## src/sv/rehe_pkg.sv

```systemverilog
// shared types and constants for the ring hop enumerator
`default_nettype none
package rehe_pkg;

  localparam int OCC_W = 64;
  localparam int WGT_W = 32;
  localparam int CFG_IDX_W = 2;
  // hop count times rate, at most 32 hops of a 32 bit rate
  localparam int ACC_W = 38;

  localparam logic [WGT_W-1:0] Q_ONE = 32'h8000_0000;

  localparam logic [CFG_IDX_W-1:0] REG_HOP_WEIGHT = 2'd0;
  localparam logic [CFG_IDX_W-1:0] REG_HOP_RATE = 2'd1;

  localparam logic [WGT_W-1:0] HOP_WEIGHT_RST = 32'd42099227;
  localparam logic [WGT_W-1:0] HOP_RATE_RST = 32'd42949673;

  typedef struct packed {
    logic [OCC_W-1:0] occ;
    logic [OCC_W-1:0] hops;
  } entry_t;

endpackage
`default_nettype wire

```

## src/sv/rehe_front.sv

```systemverilog
// front part: masks the ring word and marks every site that can hop
`default_nettype none
module rehe_front #(
  parameter int SITES = 64
) (
  input  wire logic                       in_valid,
  output logic                            in_stall,
  input  wire logic [rehe_pkg::OCC_W-1:0] occupancy,
  output logic                            push,
  output rehe_pkg::entry_t                push_entry,
  input  wire logic                       full
);

  localparam logic [rehe_pkg::OCC_W-1:0] RING_MASK =
    (SITES >= rehe_pkg::OCC_W) ? {rehe_pkg::OCC_W{1'b1}} :
    ((rehe_pkg::OCC_W)'(1) << SITES) - (rehe_pkg::OCC_W)'(1);

  logic [rehe_pkg::OCC_W-1:0] occ;
  logic [rehe_pkg::OCC_W-1:0] hops;

  assign occ = occupancy & RING_MASK;

  // site k hops when it is full and its successor on the ring is empty
  for (genvar k = 0; k < rehe_pkg::OCC_W; k++) begin : g_site
    if (k < SITES) begin : g_in
      assign hops[k] = occ[k] & ~occ[(k + 1) % SITES];
    end else begin : g_out
      assign hops[k] = 1'b0;
    end
  end

  assign in_stall = full;
  assign push = in_valid & ~full;
  assign push_entry.occ = occ;
  assign push_entry.hops = hops;

endmodule
`default_nettype wire

```

## src/sv/rehe_fifo.sv

```systemverilog
// small register queue between the front and back parts
`default_nettype none
module rehe_fifo #(
  parameter int DEPTH = 2
) (
  input  wire logic             clk,
  input  wire logic             rst,
  input  wire logic             push,
  input  wire rehe_pkg::entry_t push_entry,
  output logic                  full,
  input  wire logic             pop,
  output rehe_pkg::entry_t      pop_entry,
  output logic                  empty
);

  localparam int PTR_W = (DEPTH > 1) ? $clog2(DEPTH) : 1;
  localparam int CNT_W = $clog2(DEPTH + 1);

  rehe_pkg::entry_t slots [DEPTH];
  logic [PTR_W-1:0] wr_ptr;
  logic [PTR_W-1:0] rd_ptr;
  logic [CNT_W-1:0] count;

  function automatic logic [PTR_W-1:0] bump(input logic [PTR_W-1:0] p);
    logic [PTR_W-1:0] r;
    if (p == PTR_W'(DEPTH - 1)) begin
      r = '0;
    end else begin
      r = p + PTR_W'(1);
    end
    return r;
  endfunction

  assign full = (count == CNT_W'(DEPTH));
  assign empty = (count == '0);
  assign pop_entry = slots[rd_ptr];

  always_ff @(posedge clk) begin
    if (push) begin
      slots[wr_ptr] <= push_entry;
    end
  end

  always_ff @(posedge clk) begin
    if (rst) begin
      wr_ptr <= '0;
      rd_ptr <= '0;
      count <= '0;
    end else begin
      if (push) begin
        wr_ptr <= bump(wr_ptr);
      end
      if (pop) begin
        rd_ptr <= bump(rd_ptr);
      end
      if (push && !pop) begin
        count <= count + CNT_W'(1);
      end else if (pop && !push) begin
        count <= count - CNT_W'(1);
      end
    end
  end

endmodule
`default_nettype wire

```

## src/sv/rehe_back.sv

```systemverilog
// back part: emits the hop results lowest site first, then the diagonal when its weight is positive
`default_nettype none
module rehe_back #(
  parameter int SITES = 64
) (
  input  wire logic                       clk,
  input  wire logic                       rst,
  input  wire logic                       empty,
  output logic                            pop,
  input  wire rehe_pkg::entry_t           pop_entry,
  input  wire logic [rehe_pkg::WGT_W-1:0] hop_weight,
  input  wire logic [rehe_pkg::WGT_W-1:0] hop_rate,
  output logic                            out_valid,
  input  wire logic                       out_stall,
  output logic [rehe_pkg::OCC_W-1:0]      next_occupancy,
  output logic [rehe_pkg::WGT_W-1:0]      weight,
  output logic                            is_diagonal,
  output logic                            last
);

  localparam int OW = rehe_pkg::OCC_W;
  localparam int AW = rehe_pkg::ACC_W;

  logic          busy;
  logic [OW-1:0] occ;
  logic [OW-1:0] hops;
  logic [AW-1:0] acc;

  logic          adv;
  logic [OW-1:0] low;
  logic [OW-1:0] succ;
  logic [AW-1:0] acc_next;
  logic          only_one;
  logic          diag_ok;

  assign adv = busy & (~out_valid | ~out_stall);
  assign pop = ~busy & ~empty;

  // lowest remaining hop site and the site it moves to
  assign low = hops & (~hops + OW'(1));
  assign succ = (low[SITES-1] ? OW'(1) : '0) | ((low << 1) & ~(OW'(1) << SITES));
  assign acc_next = acc + AW'(hop_rate);
  assign only_one = ((hops & (hops - OW'(1))) == '0);
  assign diag_ok = (acc_next < AW'(rehe_pkg::Q_ONE));

  always_ff @(posedge clk) begin
    if (rst) begin
      busy <= 1'b0;
      out_valid <= 1'b0;
    end else begin
      // pop and adv never coincide: pop needs an idle back part, adv a busy one
      if (pop) begin
        busy <= 1'b1;
      end else if (adv && (hops == '0 || (only_one && !diag_ok))) begin
        busy <= 1'b0;
      end
      if (adv) begin
        out_valid <= 1'b1;
      end else if (out_valid && !out_stall) begin
        out_valid <= 1'b0;
      end
    end
  end

  always_ff @(posedge clk) begin
    if (pop) begin
      occ <= pop_entry.occ;
      hops <= pop_entry.hops;
      acc <= '0;
    end else if (adv) begin
      if (hops != '0) begin
        next_occupancy <= occ ^ (low | succ);
        weight <= hop_weight;
        is_diagonal <= 1'b0;
        last <= only_one & ~diag_ok;
        hops <= hops ^ low;
        acc <= acc_next;
      end else begin
        // only reached when the diagonal is positive, so acc is below one
        next_occupancy <= occ;
        weight <= rehe_pkg::Q_ONE - acc[rehe_pkg::WGT_W-1:0];
        is_diagonal <= 1'b1;
        last <= 1'b1;
      end
    end
  end

endmodule
`default_nettype wire

```

## src/sv/ring_exclusion_hop_enumerator_unit.sv

```systemverilog
// top level of the ring hop enumerator
//
//   channel   direction  handshake               payload
//   cfg       in         cfg_write               cfg_index, cfg_data
//   in        in         in_valid / in_stall     occupancy
//   out       out        out_valid / out_stall   next_occupancy, weight, is_diagonal, last
//
// an item leaves the queue and then gives one result per hop, plus the diagonal when its weight is positive;
// the back part emits one result per cycle while the output is not stalled
// the front takes a new item whenever the two entry queue has room
// reset is synchronous, clears the queue and the back part and loads both registers with their reset values
// a stalled output holds its result while the queue keeps filling
`default_nettype none
module ring_exclusion_hop_enumerator_unit #(
  parameter int SITES = 64
) (
  input  wire logic                           clk,
  input  wire logic                           rst,
  input  wire logic                           cfg_write,
  input  wire logic [rehe_pkg::CFG_IDX_W-1:0] cfg_index,
  input  wire logic [rehe_pkg::WGT_W-1:0]     cfg_data,
  input  wire logic                           in_valid,
  output logic                                in_stall,
  input  wire logic [rehe_pkg::OCC_W-1:0]     occupancy,
  output logic                                out_valid,
  input  wire logic                           out_stall,
  output logic [rehe_pkg::OCC_W-1:0]          next_occupancy,
  output logic [rehe_pkg::WGT_W-1:0]          weight,
  output logic                                is_diagonal,
  output logic                                last
);

  logic [rehe_pkg::WGT_W-1:0] hop_weight;
  logic [rehe_pkg::WGT_W-1:0] hop_rate;

  logic             push;
  rehe_pkg::entry_t push_entry;
  logic             full;
  logic             pop;
  rehe_pkg::entry_t pop_entry;
  logic             empty;

  always_ff @(posedge clk) begin
    if (rst) begin
      hop_weight <= rehe_pkg::HOP_WEIGHT_RST;
      hop_rate <= rehe_pkg::HOP_RATE_RST;
    end else if (cfg_write) begin
      case (cfg_index)
        rehe_pkg::REG_HOP_WEIGHT: hop_weight <= cfg_data;
        rehe_pkg::REG_HOP_RATE: hop_rate <= cfg_data;
        default: ;
      endcase
    end
  end

  rehe_front #(.SITES(SITES)) u_front (
    .in_valid   (in_valid),
    .in_stall   (in_stall),
    .occupancy  (occupancy),
    .push       (push),
    .push_entry (push_entry),
    .full       (full)
  );

  rehe_fifo #(.DEPTH(2)) u_fifo (
    .clk        (clk),
    .rst        (rst),
    .push       (push),
    .push_entry (push_entry),
    .full       (full),
    .pop        (pop),
    .pop_entry  (pop_entry),
    .empty      (empty)
  );

  rehe_back #(.SITES(SITES)) u_back (
    .clk            (clk),
    .rst            (rst),
    .empty          (empty),
    .pop            (pop),
    .pop_entry      (pop_entry),
    .hop_weight     (hop_weight),
    .hop_rate       (hop_rate),
    .out_valid      (out_valid),
    .out_stall      (out_stall),
    .next_occupancy (next_occupancy),
    .weight         (weight),
    .is_diagonal    (is_diagonal),
    .last           (last)
  );

endmodule
`default_nettype wire

```

## config.mk

```make
export PLATFORM = sky130hd
export DESIGN_NAME = ring_exclusion_hop_enumerator_unit
export DESIGN_NICKNAME = d
export VERILOG_FILES = /design/src/sv/rehe_pkg.sv /design/src/sv/rehe_front.sv /design/src/sv/rehe_fifo.sv /design/src/sv/rehe_back.sv /design/src/sv/ring_exclusion_hop_enumerator_unit.sv
export SDC_FILE = /design/constraint.sdc
export NUM_CORES = 1
export LEC_CHECK = 0
export BUFFER_PORTS_ARGS = -buffer_cell sky130_fd_sc_hd__buf_2
export CAP_MARGIN = 25
export CORE_UTILIZATION = 25
export CTS_CLUSTER_DIAMETER = 100
export DETAILED_ROUTE_END_ITERATION = 12
export PLACE_DENSITY_LB_ADDON = 0.3
export SLEW_MARGIN = 20
export SYNTH_ARGS = -nofsm -noshare
export SYNTH_HDL_FRONTEND = slang
export SYNTH_SLANG_ARGS = --single-unit
```

## constraint.sdc

```tcl
create_clock -name clk -period 16.95 [get_ports clk]
set_input_delay 2.5425 -clock clk [delete_from_list [all_inputs] [get_ports clk]]
set_output_delay 2.5425 -clock clk [all_outputs]
set_load 0.01 [all_outputs]
```

# == Word-level counts from Yosys, hierarchy flattened ==
# Memories as Yosys holds them, arrays and structs flattened. A register that Yosys moved wholly into a read port is not among the register bits.
# Cells that the tools add are included.
# totals
register_bits,334
ramBits,256
input_bits,103
output_inout_bits,100
elab_cells,217
memories,1
# op_classes
addsub,8
order_cmp,1
n_eq_ne,2
n_mux,19
bitwise,147
n_reduce_logical,25
# mem_list
memory,words,word_bits,rd,rd_ports_with_merged_regs,write_ports,line_no,rtl
u_fifo.slots,2,128,1,1,1,rehe_fifo.sv:19,rehe_pkg::entry_t slots [DEPTH];
# op_table
cell,count
64-bit 2-to-1 mux,4
64-bit bitwise AND,2
64-bit logical NOT,2
64-bit OR,2
64-bit bitwise XOR,2
1-bit inverter,71
1-bit bitwise AND,68
"64-bit by 1-bit adder with 64-bit output, second input constant",1
64-bit inverter,1
64-bit nonzero test,1
"64-bit by 1-bit subtractor with 64-bit output, second input constant",1
38-bit by 32-bit adder with 38-bit output,1
"38-bit by 32-bit < comparator with 1-bit output, second input constant",1
32-bit 2-to-1 mux,1
"32-bit subtractor, first input constant",1
1-bit 2-to-1 mux,12
2-bit AND reduction,5
2-bit nonzero test,5
1-bit logical AND,5
1-bit logical NOT,4
2-bit logical NOT,2
2-bit 2-to-1 mux,2
"1-bit adder, second input constant",2
"2-bit by 1-bit adder with 2-bit output, second input constant",1
5 further kinds,5

# == Longest topological paths before layout ==
# Gate-level depths: netlist of the first run.
# depth
ltp_word,8
ltp_mapped,15
mapped_depth_nobuf,13

# == Cells and area by module ==
# From an unflattened synthesis of the first run, not the netlist that was laid out.
# hier_totals
hier_cells,2123
hier_area_um2,26915.8
# modules_own_cells
module,instances,cells_each,area_each_um2,seq_area_each_um2
rehe_back,1,1314,13704.4,7587.3
rehe_fifo,1,420,9490.4,7787.5
ring_exclusion_hop_enumerator_unit,1,259,2666.3,1281.2
rehe_front,1,130,1054.8,0.0

# == Worst setup path before layout of the first run ==
# No wires, ideal clock.
# synth_timing
path_type,input to register
startpoint,input port in_valid
endpoint,"memory u_fifo.slots[0][0] (netlist name), enable pin"
setup_ns,0.616
arrival_time_ns,7.948
required_time_ns,16.334
setup_slack_ns,8.386
path_stages,2
n_path_buf,0
path_cell_list,nand2_1 -> nor2_1
# synth_between
elab_chain_len,3
# synth_rtl
element,line_no,rtl
from (decl),ring_exclusion_hop_enumerator_unit.sv:22,"input wire logic in_valid,"
1-bit bitwise AND,rehe_front.sv:33,assign push = in_valid & ~full;
1-bit 2-to-1 mux,rehe_fifo.sv:39,if (push) begin
1-bit 2-to-1 mux (not written as such),rehe_fifo.sv:40,slots[wr_ptr] <= push_entry;
to (decl),rehe_fifo.sv:19,
# Every way passes these cells.

# == Worst setup path in the final report of the first run ==
# layout_timing
startpoint,register u_back.hops[1]
endpoint,register u_back.acc[37]
# layout_between
elab_chain_len,2
# layout_rtl
element,line_no,rtl
from (decl),rehe_back.sv:26,logic [OW-1:0] hops;
from (signal assigned),rehe_back.sv:68,hops <= pop_entry.hops;
from (signal assigned),rehe_back.sv:76,hops <= hops ^ low;
64-bit nonzero test,rehe_back.sv:71,if (hops != '0) begin
2-bit AND reduction (no line),--,
to (signal assigned),rehe_back.sv:77,acc <= acc_next;
to (decl),rehe_back.sv:27,logic [AW-1:0] acc;
# Every way passes these cells.
# A chain may end at the register's enable or synchronous reset.

==> results_dict.tcl, run 1 <==
set metrics [dict create \
    pin_count 203 \
    vias 16655 \
    endpoint_kind "flip-flop" \
    htree_levels 3 \
    synthCells 2069 \
    via_per_inst 4.51 \
    cp-start-kind "flip-flop" \
    period_needed_ns 4.80 \
    grt_pass1_vias 16577 \
    synth_area_leaders "edfxtp_1 56%, dfxtp_1 8.5%, nand2_1 3.8%, mux2_2 3.3%, o21ai_0 2.9%" \
    hold_viol 0 \
    setup_viol 0 \
    cts_tree "done" \
    drt-total-wl_mm 66.4 \
    root_buffer "clkbuf_16" \
    cts_buffer_depth 3 \
    regArea_mm2 0.0167 \
    ctsHoldBuffers 0 \
    multi_input_area_mm2 0.00868 \
    dieArea_mm2 0.104 \
    cts_resized 0 \
    path_clk_slew_ns 0.06 \
    grt_overflow 0 \
    ant_nets 0 \
    dpl.hpwl_mm 45.3 \
    path_class "reg -> reg" \
    clk_latency_ns 0.62 \
    num_rows 117 \
    ys_types 84 \
    grt_max_degree 105 \
    ys_seq_elements 591 \
    numCtsBuffers 68 \
    wl_per_cell_um 18.0 \
    hold_class "reg -> reg" \
    r2r_end "u_back.acc[37]$_SDFFE_PP0P_" \
    syn-mean-instance-area_um2 12.5 \
    cap_violations 0 \
    areaGrowthSynthToFinish_pct 18.2 \
    relSlewSlack 0.356 \
    cts.sinks 591 \
    grt_use_total 0.126 \
    max_slew.worst_pin.slew_ns 0.966 \
    place_congestion 0.837 \
    antenna_found_initial 14 \
    vdd_drop_max_uv 75.6 \
    finClkSkew_ns 0.0407 \
    drt-initial-drc-count 1210 \
    core_mm2 0.102 \
    die_w_um 323 \
    finalNetCount 2405 \
    power_density_mw_per_mm2 168 \
    synth_ff_type "edfxtp_1" \
    synth_top_area_frac 0.561 \
    r2r_setup_slack_ns 12.15 \
    nFillCells 10395 \
    hold_start "hop_weight[24]$_SDFFE_PP0P_" \
    r2r_cells 11 \
    ys_seq_area_frac 0.646 \
    drc 0 \
    grt_setup_unrepaired "false" \
    holdWs_ns 0.453 \
    drv_slew 0 \
    firstDrtPassIters 5 \
    yosys_warnings 0 \
    drive_above_1_share 0.184 \
    fmax_mhz 208 \
    start_util 0.253 \
    worst_slack_ns 12.15 \
    r2r-start "u_back.hops[1]$_DFFE_PP_" \
    synth_most_common_cell "edfxtp_1" \
    p_total_uw 5120 \
    cp_max_fo 65 \
    final.setup.tns_ns 0 \
    post-route-period-util 0.283 \
    cp.arrival_ns 5.29 \
    syn-num-nets 2207 \
    required_ns 17.44 \
    outcome "finished, final reports clean" \
    leakagePower_uw 0.0109 \
    grt_pass1_wl_mm 100 \
    min_path_cells 2 \
    fp.dieH_um 323 \
    synth_edf_count 482 \
    synth.top_cells.by_count "482 x edfxtp_1, 258 x nand2_1, 147 x o21ai_0, 115 x nor2_1, 109 x dfxtp_1" \
    dp_slack_ns 11.80 \
    port_buffers 202 \
    post_cts_buffers 0 \
    yosys.area.top_type "edfxtp_1" \
    worst_hold_path.endpoint "hop_weight[24]$_SDFFE_PP0P_" \
    syn_area_mm2 0.0258 \
    synthArstFlopShare 0 \
]
==> logic make-up (layout without fill, tap and decap cells) <==
logic type	count (synthesis)	count (layout)	synth area share
buf+inv	114	366	0.0181
flops	591	591	0.646
fa+ha+maj	38	38	0.0184
xor+xnor	126	126	0.0428
simple gates	715	715	0.140
compound gates	365	365	0.0846
mux	120	120	0.0502
other cells	0	3	0
==> per-stage QoR <==
stage	std cells	area [um^2]	utilization
6_report	3692	30500	0.299
5_1_grt	3689	30500	0.299
4_1_cts	3688	30500	0.298
3_5_place_dp	3564	28300	0.277
3_3_place_gp	3563	28300	0.277
2_1_floorplan	2069	25800	-
==> worst max-delay path, cell delays in order, from the launching register on <==
cell	delay, ns
edfxtp_1	0.51
nor4_4	0.55
and4_1	0.50
and4_2	0.53
nand3_4	0.19
nor4_4	0.24
or4b_4	0.80
nand2_2	0.70
buf_16	0.25
a31oi_1	0.05
o21ai_0	0.15
o21ai_0	0.10
==> flip-flops by register name, indices dropped and copies added (netlist names), 2 cells and up, named ones only <==
register,flops
hop_rate,32
u_back.hops,64
u_back.acc,38
u_fifo.count,2
hop_weight,32
u_back.occ,64
u_back.next_occupancy,64
u_back.weight,32
u_fifo.slots,256
==> cells in the final DEF (no fill, tap or decap), types with 75 or more instances in the layout <==
master / instances
dfxtp_1: 108
buf_2: 202
nand2_1: 258
edfxtp_1: 482
a21oi_1: 90
nor2b_1: 78
nor2_1: 114
o21ai_0: 147
nand3_1: 79
mux2_2: 75
==> power breakdown <==
group          internal [uW]  switching [uW]
Sequential              2080             265
Clock                    808             606
Combinational            500             853
Total                   3390            1720
==> final cells by class <==
cell class                 count  area share
timing repair buffer         219      0.0387
multi-input combinational   1364       0.285
sequential                   591       0.546
clock buffer                  79      0.0572
tap                         1368      0.0561
inverter                      23     0.00316
antenna                        3    0.000246
clock inverter                45      0.0133
==> metal layers <==
metal | GRT usage | share of wire | vias to the layer above
met5 | 0 | 0.00077 | -
met3 | 0.0230 | 0.050 | 121
li1 | - | - | 8056
met2 | 0.208 | 0.48 | 398
met4 | 0.0410 | 0.027 | 8
met1 | 0.166 | 0.45 | 8072
==> worst max-delay path by stage <==
stage / slack (ns) / endpoint / startpoint / cells past startpoint
floorplan: 8.39 / u_fifo.slots[0][0]$_DFFE_PP_ / in_valid / 2
global placement: 11.80 / u_back.acc[37]$_SDFFE_PP0P_ / out_stall / 8
detailed placement: 11.80 / u_back.acc[15]$_SDFFE_PP0P_ / out_stall / 7
CTS: 12.20 / u_back.hops[3]$_DFFE_PP_ / u_back.hops[0]$_SDFFCE_PN0P_ / 11
global route: 11.81 / u_back.acc[37]$_SDFFE_PP0P_ / u_back.hops[0]$_SDFFCE_PN0P_ / 11
finish: 12.15 / u_back.acc[37]$_SDFFE_PP0P_ / u_back.hops[1]$_DFFE_PP_ / 11
No activity file was read; power rests on OpenSTA's default activity.
==> inputs of run 2 (changes only) <==
Settings changed: ABC_AREA set to 1.
Clock period 16.95 ns to 3.85 ns, I/O delays scaled along.
==> run 2 against run 1 <==
  * Clock power rose to 4.7 times the previous value
  * Setup slack lost 11 ns
  * Sequential share of layout area shrank 3.2 points
  * Utilization grew 0.30 points
  * Maximum frequency rose by 62%
  * Final cell count grew 18%
  * Largest power group unchanged
  * Critical path depth up 5
==> results_dict.tcl, run 2 <==
set metrics [dict create \
    drive_above_1_share 0.168 \
    dpl.hpwl_mm 59.4 \
    grt_setup_unrepaired "false" \
    period_needed_ns 2.97 \
    cp-start-kind "flip-flop" \
    largest-register "u_fifo.slots" \
    ant_nets 0 \
    ys_types 48 \
    p_total_uw 24000 \
    worst_path_largest_cell_delay_ns 0.45 \
    synth_ff_type "edfxtp_1" \
    finalNetCount 3048 \
    diodes 0 \
    place_congestion 0.944 \
    synth_top_area_frac 0.534 \
    ys_seq_elements 591 \
    drt-initial-drc-count 1137 \
    grt_pass1_wl_mm 119 \
    gr-usage-met3 0.0264 \
    grt_use_met2 0.246 \
    worst_slack_ns 0.882 \
    crit_top_cell "nand2_1" \
    num_rows 120 \
    antenna_found_initial 6 \
    syn_area_mm2 0.0271 \
    pin_count 203 \
    dpl-instance-area_mm2 0.0301 \
    swShare 0.356 \
    seq_power_share 0.426 \
    path_class "reg -> reg" \
    pwr-share-comb 0.297 \
    htree_levels 3 \
    hold_class "in -> reg" \
    leakagePower_uw 0.0130 \
    start_util 0.253 \
    outcome "finished, final reports clean" \
    drv_slew 0 \
    vias 18913 \
    fp.dieH_um 331 \
    cts.sinks 591 \
    vdd_drop_max_uv 366 \
    fmax_mhz 337 \
    die_w_um 331 \
    grt_use_total 0.143 \
    numCtsBuffers 71 \
    firstDrtPassIters 5 \
    holdWs_ns 0.167 \
    largest_reg_flops 256 \
    grt_max_degree 67 \
    path_clk_slew_ns 0.06 \
    intPower_uw 15500 \
    required_ns 4.34 \
    crit_slowest_cell "edfxtp_1" \
    via_per_inst 4.33 \
    relSlewSlack 0.402 \
    met1_usage 0.181 \
    dp_cells 4240 \
    clk_latency_ns 0.63 \
    wl_per_cell_um 18.1 \
    p_clk_frac 0.277 \
    crit_family "simple AND/OR/NAND/NOR gates" \
    max_slew.worst_pin.slew_ns 0.896 \
    cts_buffer_depth 3 \
    post_cts_buffers 0 \
    root_buffer "clkbuf_16" \
    grt_pass1_vias 19181 \
    synthCells 2657 \
    setup_viol 0 \
    ctsHoldBuffers 0 \
    synth_edf_count 482 \
    syn-mean-instance-area_um2 10.2 \
    layout_commonest_cell "nand2_1" \
    fin_cells 4368 \
    endpoint_kind "flip-flop" \
    drc 0 \
    yosys_warnings 0 \
    drt-total-wl_mm 79.0 \
    synth.top_cells.by_count "619 x nand2_1, 482 x edfxtp_1, 388 x nor2_1, 238 x inv_1, 164 x o21ai_0" \
    core_mm2 0.107 \
    hold_viol 0 \
    yosys.area.top_type "edfxtp_1" \
    port_buffers 202 \
    grt.busiest_layer "met2" \
    power_density_mw_per_mm2 741 \
    synth_most_common_cell "nand2_1" \
    r2r_cells 16 \
    cp.arrival_ns 3.46 \
    cp_cell_sequence "nor2_4 -> nand3_2 -> nor2_2 -> nand2_1 -> nor2_2 -> nand2_1 -> nand2_1 -> nand2_1 -> nor2_1 -> nand2_1 -> nor2_1 -> nand2_1 -> nor2_1 -> nand2_1 -> nand2_2 -> a21oi_2" \
    final_cell_mix "618 x nand2_1, 482 x edfxtp_1, 385 x nor2_1, 236 x inv_1, 202 x buf_2" \
    design_area_mm2 0.0324 \
    areaGrowthSynthToFinish_pct 19.4 \
    path_buf_inv 0 \
    switchingPower_uw 8530 \
    finClkSkew_ns 0.0320 \
    dieArea_mm2 0.110 \
    cts_resized 0 \
    syn-num-nets 2795 \
    dp_slack_ns 0.772 \
    cp.depth 16 \
    synthArstFlopShare 0 \
    ys_seq_area_frac 0.615 \
    nFillCells 11300 \
    synth_area_leaders "edfxtp_1 53%, nand2_1 8.6%, dfxtp_1 8.1%, nor2_1 5.4%, inv_1 3.3%" \
    cts_tree "done" \
    grt_overflow 0 \
    post-route-period-util 0.771 \
    cp_max_fo 6 \
    min_path_cells 3 \
    cap_violations 0 \
]
==> run 2: final cells by class <==
type	count	area, um^2	area share
clock buffer	85	1890	0.0585
timing repair buffer	245	1470	0.0453
clock inverter	43	389	0.0120
multi-input combinational	1746	9220	0.285
tap	1403	1760	0.0543
inverter	255	965	0.0298
sequential	591	16700	0.515
==> run 2: cell families (layout without fill, tap and decap cells) <==
logic type / after synthesis / count (layout) / share of synthesized area
AOI/OAI and AO/OA: 303 / 303 / 0.0657
xor gates and xnor gates: 111 / 111 / 0.0359
adders and majority gates: 35 / 35 / 0.0164
buffers and inverters: 320 / 628 / 0.0460
DFF: 591 / 591 / 0.615
muxes: 97 / 97 / 0.0390
and+or+nand+nor: 1200 / 1200 / 0.182
==> run 2: power groups by stage <==
| stage | clock network (uW) | logic (uW) | registers (uW) |
|---|---|---|---|
| finish | 6630 | 7120 | 10200 |
| global placement | 0 | 7280 | 10400 |
| global route | 7080 | 7970 | 10400 |
| CTS | 6840 | 7300 | 10200 |
| detailed placement | 0 | 7260 | 10400 |
| floorplan | 0 | 4670 | 10200 |
==> run 2: worst reg2reg max path, cell delays in order (launching register included) <==
cell and delay [ns]:
edfxtp_1 0.45, nor2_4 0.27, nand3_2 0.17, nor2_2 0.35, nand2_1 0.22, nor2_2 0.29
nand2_1 0.12, nand2_1 0.07, nand2_1 0.07, nor2_1 0.09, nand2_1 0.11, nor2_1 0.10
nand2_1 0.08, nor2_1 0.22, nand2_1 0.10, nand2_2 0.07, a21oi_2 0.05
==> run 2: final timing paths <==
| check | endpoint | from | slack (ns) |
|---|---|---|---|
| max reg2reg | u_back.busy$_SDFFE_PP0P_ | u_back.hops[1]$_DFFE_PP_ | 0.88 |
| max | u_back.busy$_SDFFE_PP0P_ | u_back.hops[1]$_DFFE_PP_ | 0.88 |
| min | hop_rate[19]$_SDFFE_PP1P_ | cfg_data[19] | 0.17 |
| min reg2reg | flip-flop | u_fifo.rd_ptr$_SDFFE_PP0P_ | 0.43 |
==> run 2: stage by stage <==
stage | utilization | TNS [ns]
2_1_floorplan | - | -175.82
3_5_place_dp | 0.280 | 0
4_1_cts | 0.302 | 0
3_3_place_gp | 0.280 | 0
5_1_grt | 0.302 | 0
6_report | 0.302 | 0
==> run 2: routing by layer <==
layer	routed length (um)	vias to the layer above
li1	-	9469
met1	35200	8957
met2	38700	378
met3	3260	103
met4	1780	6
met5	39	-
==> inputs of run 3 (changes only) <==
Clock period 3.85 ns to 2.9 ns, I/O delays scaled along.
==> run 3 against run 2 <==
  * Power up 36%
  * Register-to-register slack lost 0.77 ns
  * Design area increased by 4.1%
  * Sequential power up 33%
  * Clock skew rose by 0.00097 ns
  * Flip-flop and latch count is the same
  * Worst hold slack lost 0.12 ns
  * Utilization rose by 1.3 points
  * First-iteration DRC count grew 13%
  * Critical endpoint unchanged
==> results_dict.tcl, run 3 (synthesized netlist as in run 2, its figures left out) <==
set metrics [dict create \
    outcome "finished, final reports clean" \
    grt_max_degree 100 \
    vias 19587 \
    via_per_inst 4.36 \
    regArea_mm2 0.0167 \
    pwr-share-comb 0.312 \
    layout_commonest_cell "nand2_1" \
    fmax_mhz 358 \
    setup_viol 0 \
    required_ns 3.40 \
    multi_input_area_mm2 0.00942 \
    p_clk_frac 0.272 \
    gr-usage-met3 0.0243 \
    cap_violations 0 \
    p_total_uw 32600 \
    grt_pass1_vias 19683 \
    pin_count 203 \
    port_buffers 202 \
    largest_reg_flops 256 \
    drv_slew 0 \
    firstDrtPassIters 6 \
    root_buffer "clkbuf_16" \
    finalNetCount 3173 \
    post-route-period-util 0.963 \
    dieArea_mm2 0.110 \
    grt_use_total 0.145 \
    leakagePower_uw 0.0137 \
    design_area_mm2 0.0337 \
    grt_setup_unrepaired "true" \
    swShare 0.357 \
    wl_per_cell_um 17.9 \
    switchingPower_uw 11600 \
    met1_usage 0.185 \
    cp.arrival_ns 3.29 \
    relSlewSlack 0.518 \
    grt_pass1_wl_mm 121 \
    path_class "reg -> reg" \
    fp.dieH_um 331 \
    die_w_um 331 \
    drt-total-wl_mm 80.6 \
    cts_buffer_depth 3 \
    place_congestion 0.919 \
    seq_power_share 0.416 \
    start_util 0.253 \
    numCtsBuffers 71 \
    drive_above_1_share 0.198 \
    cp_max_fo 4 \
    path_clk_slew_ns 0.06 \
    dpl.hpwl_mm 60.0 \
    vdd_drop_max_uv 666 \
    dpl-instance-area_mm2 0.0305 \
    cts.sinks 591 \
    drc 0 \
    hold_class "in -> reg" \
    cts_tree "done" \
    areaGrowthSynthToFinish_pct 24.3 \
    grt.busiest_layer "met2" \
    clk_latency_ns 0.65 \
    finClkSkew_ns 0.0330 \
    grt_use_met2 0.251 \
    endpoint_kind "flip-flop" \
    cp-start-kind "flip-flop" \
    drt-initial-drc-count 1286 \
    intPower_uw 20900 \
    period_needed_ns 2.79 \
    antenna_found_initial 5 \
    largest-register "u_fifo.slots" \
    grt_overflow 0 \
    core_mm2 0.107 \
    ant_nets 0 \
    max_slew.worst_pin.slew_ns 0.718 \
    num_rows 120 \
    power_density_mw_per_mm2 966 \
    hold_viol 0 \
    nFillCells 11171 \
    htree_levels 3 \
    final_cell_mix "608 x nand2_1, 482 x edfxtp_1, 348 x nor2_1, 236 x inv_1, 202 x buf_2" \
]
==> run 3: critical path: stages (launching register included) <==
cell and delay (ns):
edfxtp_1 0.44, nor2_1 0.18, nand2_1 0.12, nor2_1 0.12, buf_4 0.13, nand2_1 0.18, nor2_4 0.17, nand2_1 0.09
nand2_1 0.07, nand2_1 0.08, nor2_2 0.23, nand2_1 0.08, nor2_1 0.16, nand2_1 0.15, nor2_1 0.14, buf_4 0.12
nand2_1 0.05, nand2_2 0.07, a21oi_2 0.05
==> run 3: per-stage QoR <==
| step | hold WS (ns) | instances | util | setup WS [ns] | setup TNS, ns |
|---|---|---|---|---|---|
| after floorplan | 0.426 | 2657 | - | 0.0301 | 0 |
| after global placement | 0.438 | 4294 | 0.284 | -0.114 | -0.179 |
| after detailed placement | 0.431 | 4294 | 0.284 | -0.0895 | -0.128 |
| after CTS | 0.00105 | 4481 | 0.312 | 0.0232 | 0 |
| after global routing | 0.0145 | 4490 | 0.314 | -0.0429 | -0.0602 |
| final | 0.0428 | 4491 | 0.314 | 0.109 | 0 |
==> run 3: final timing paths <==
kind	startpoint	endpoint	slack (ns)	cells after the start
max	u_back.hops[16]$_DFFE_PP_	u_back.busy$_SDFFE_PP0P_	0.11	18
max reg2reg	u_back.hops[16]$_DFFE_PP_	u_back.busy$_SDFFE_PP0P_	0.11	18
min	occupancy[20]	u_fifo.slots[1][84]$_DFFE_PP_	0.04	1
min reg2reg	u_fifo.rd_ptr$_SDFFE_PP0P_	flip-flop	0.45	1
==> run 3: repair_timing <==
| item | 4_1_cts | 5_1_grt |
|---|---|---|
| resized for setup | 5 | 58 |
| hold endpoints to repair | 108 | 0 |
| setup buffers | 0 | 9 |
| endpoints found under the setup margin | 2 | 3 |
| hold buffers | 62 | 0 |
| pin swaps | 0 | 5 |
==> run 3: final cells by class <==
type / instances / area share
antenna: 1 / 0.0000743
clock inverter: 37 / 0.0125
sequential: 591 / 0.494
timing repair buffer: 370 / 0.0765
clock buffer: 88 / 0.0562
inverter: 255 / 0.0287
tap: 1403 / 0.0521
multi-input combinational: 1746 / 0.280
==> run 3: power groups by stage <==
| stage | clock (uW) | sequential (uW) | combinational (uW) |
|---|---|---|---|
| final | 8850 | 13600 | 10100 |
| after global routing | 9430 | 13800 | 11300 |
| after global placement | 0 | 13600 | 10100 |
| after floorplan | 0 | 13500 | 6210 |
| after CTS | 9120 | 13500 | 10200 |
| after detailed placement | 0 | 13700 | 10100 |
==> run 3: routing by layer <==
metal  part of all wire  vias to the layer above  wire length (um)
met5            0.00038                        -                31
met4              0.023                        4              1840
met3              0.040                      104              3260
met2               0.49                      406             39400
met1               0.45                     9376             36100
li1                   -                     9697                 -
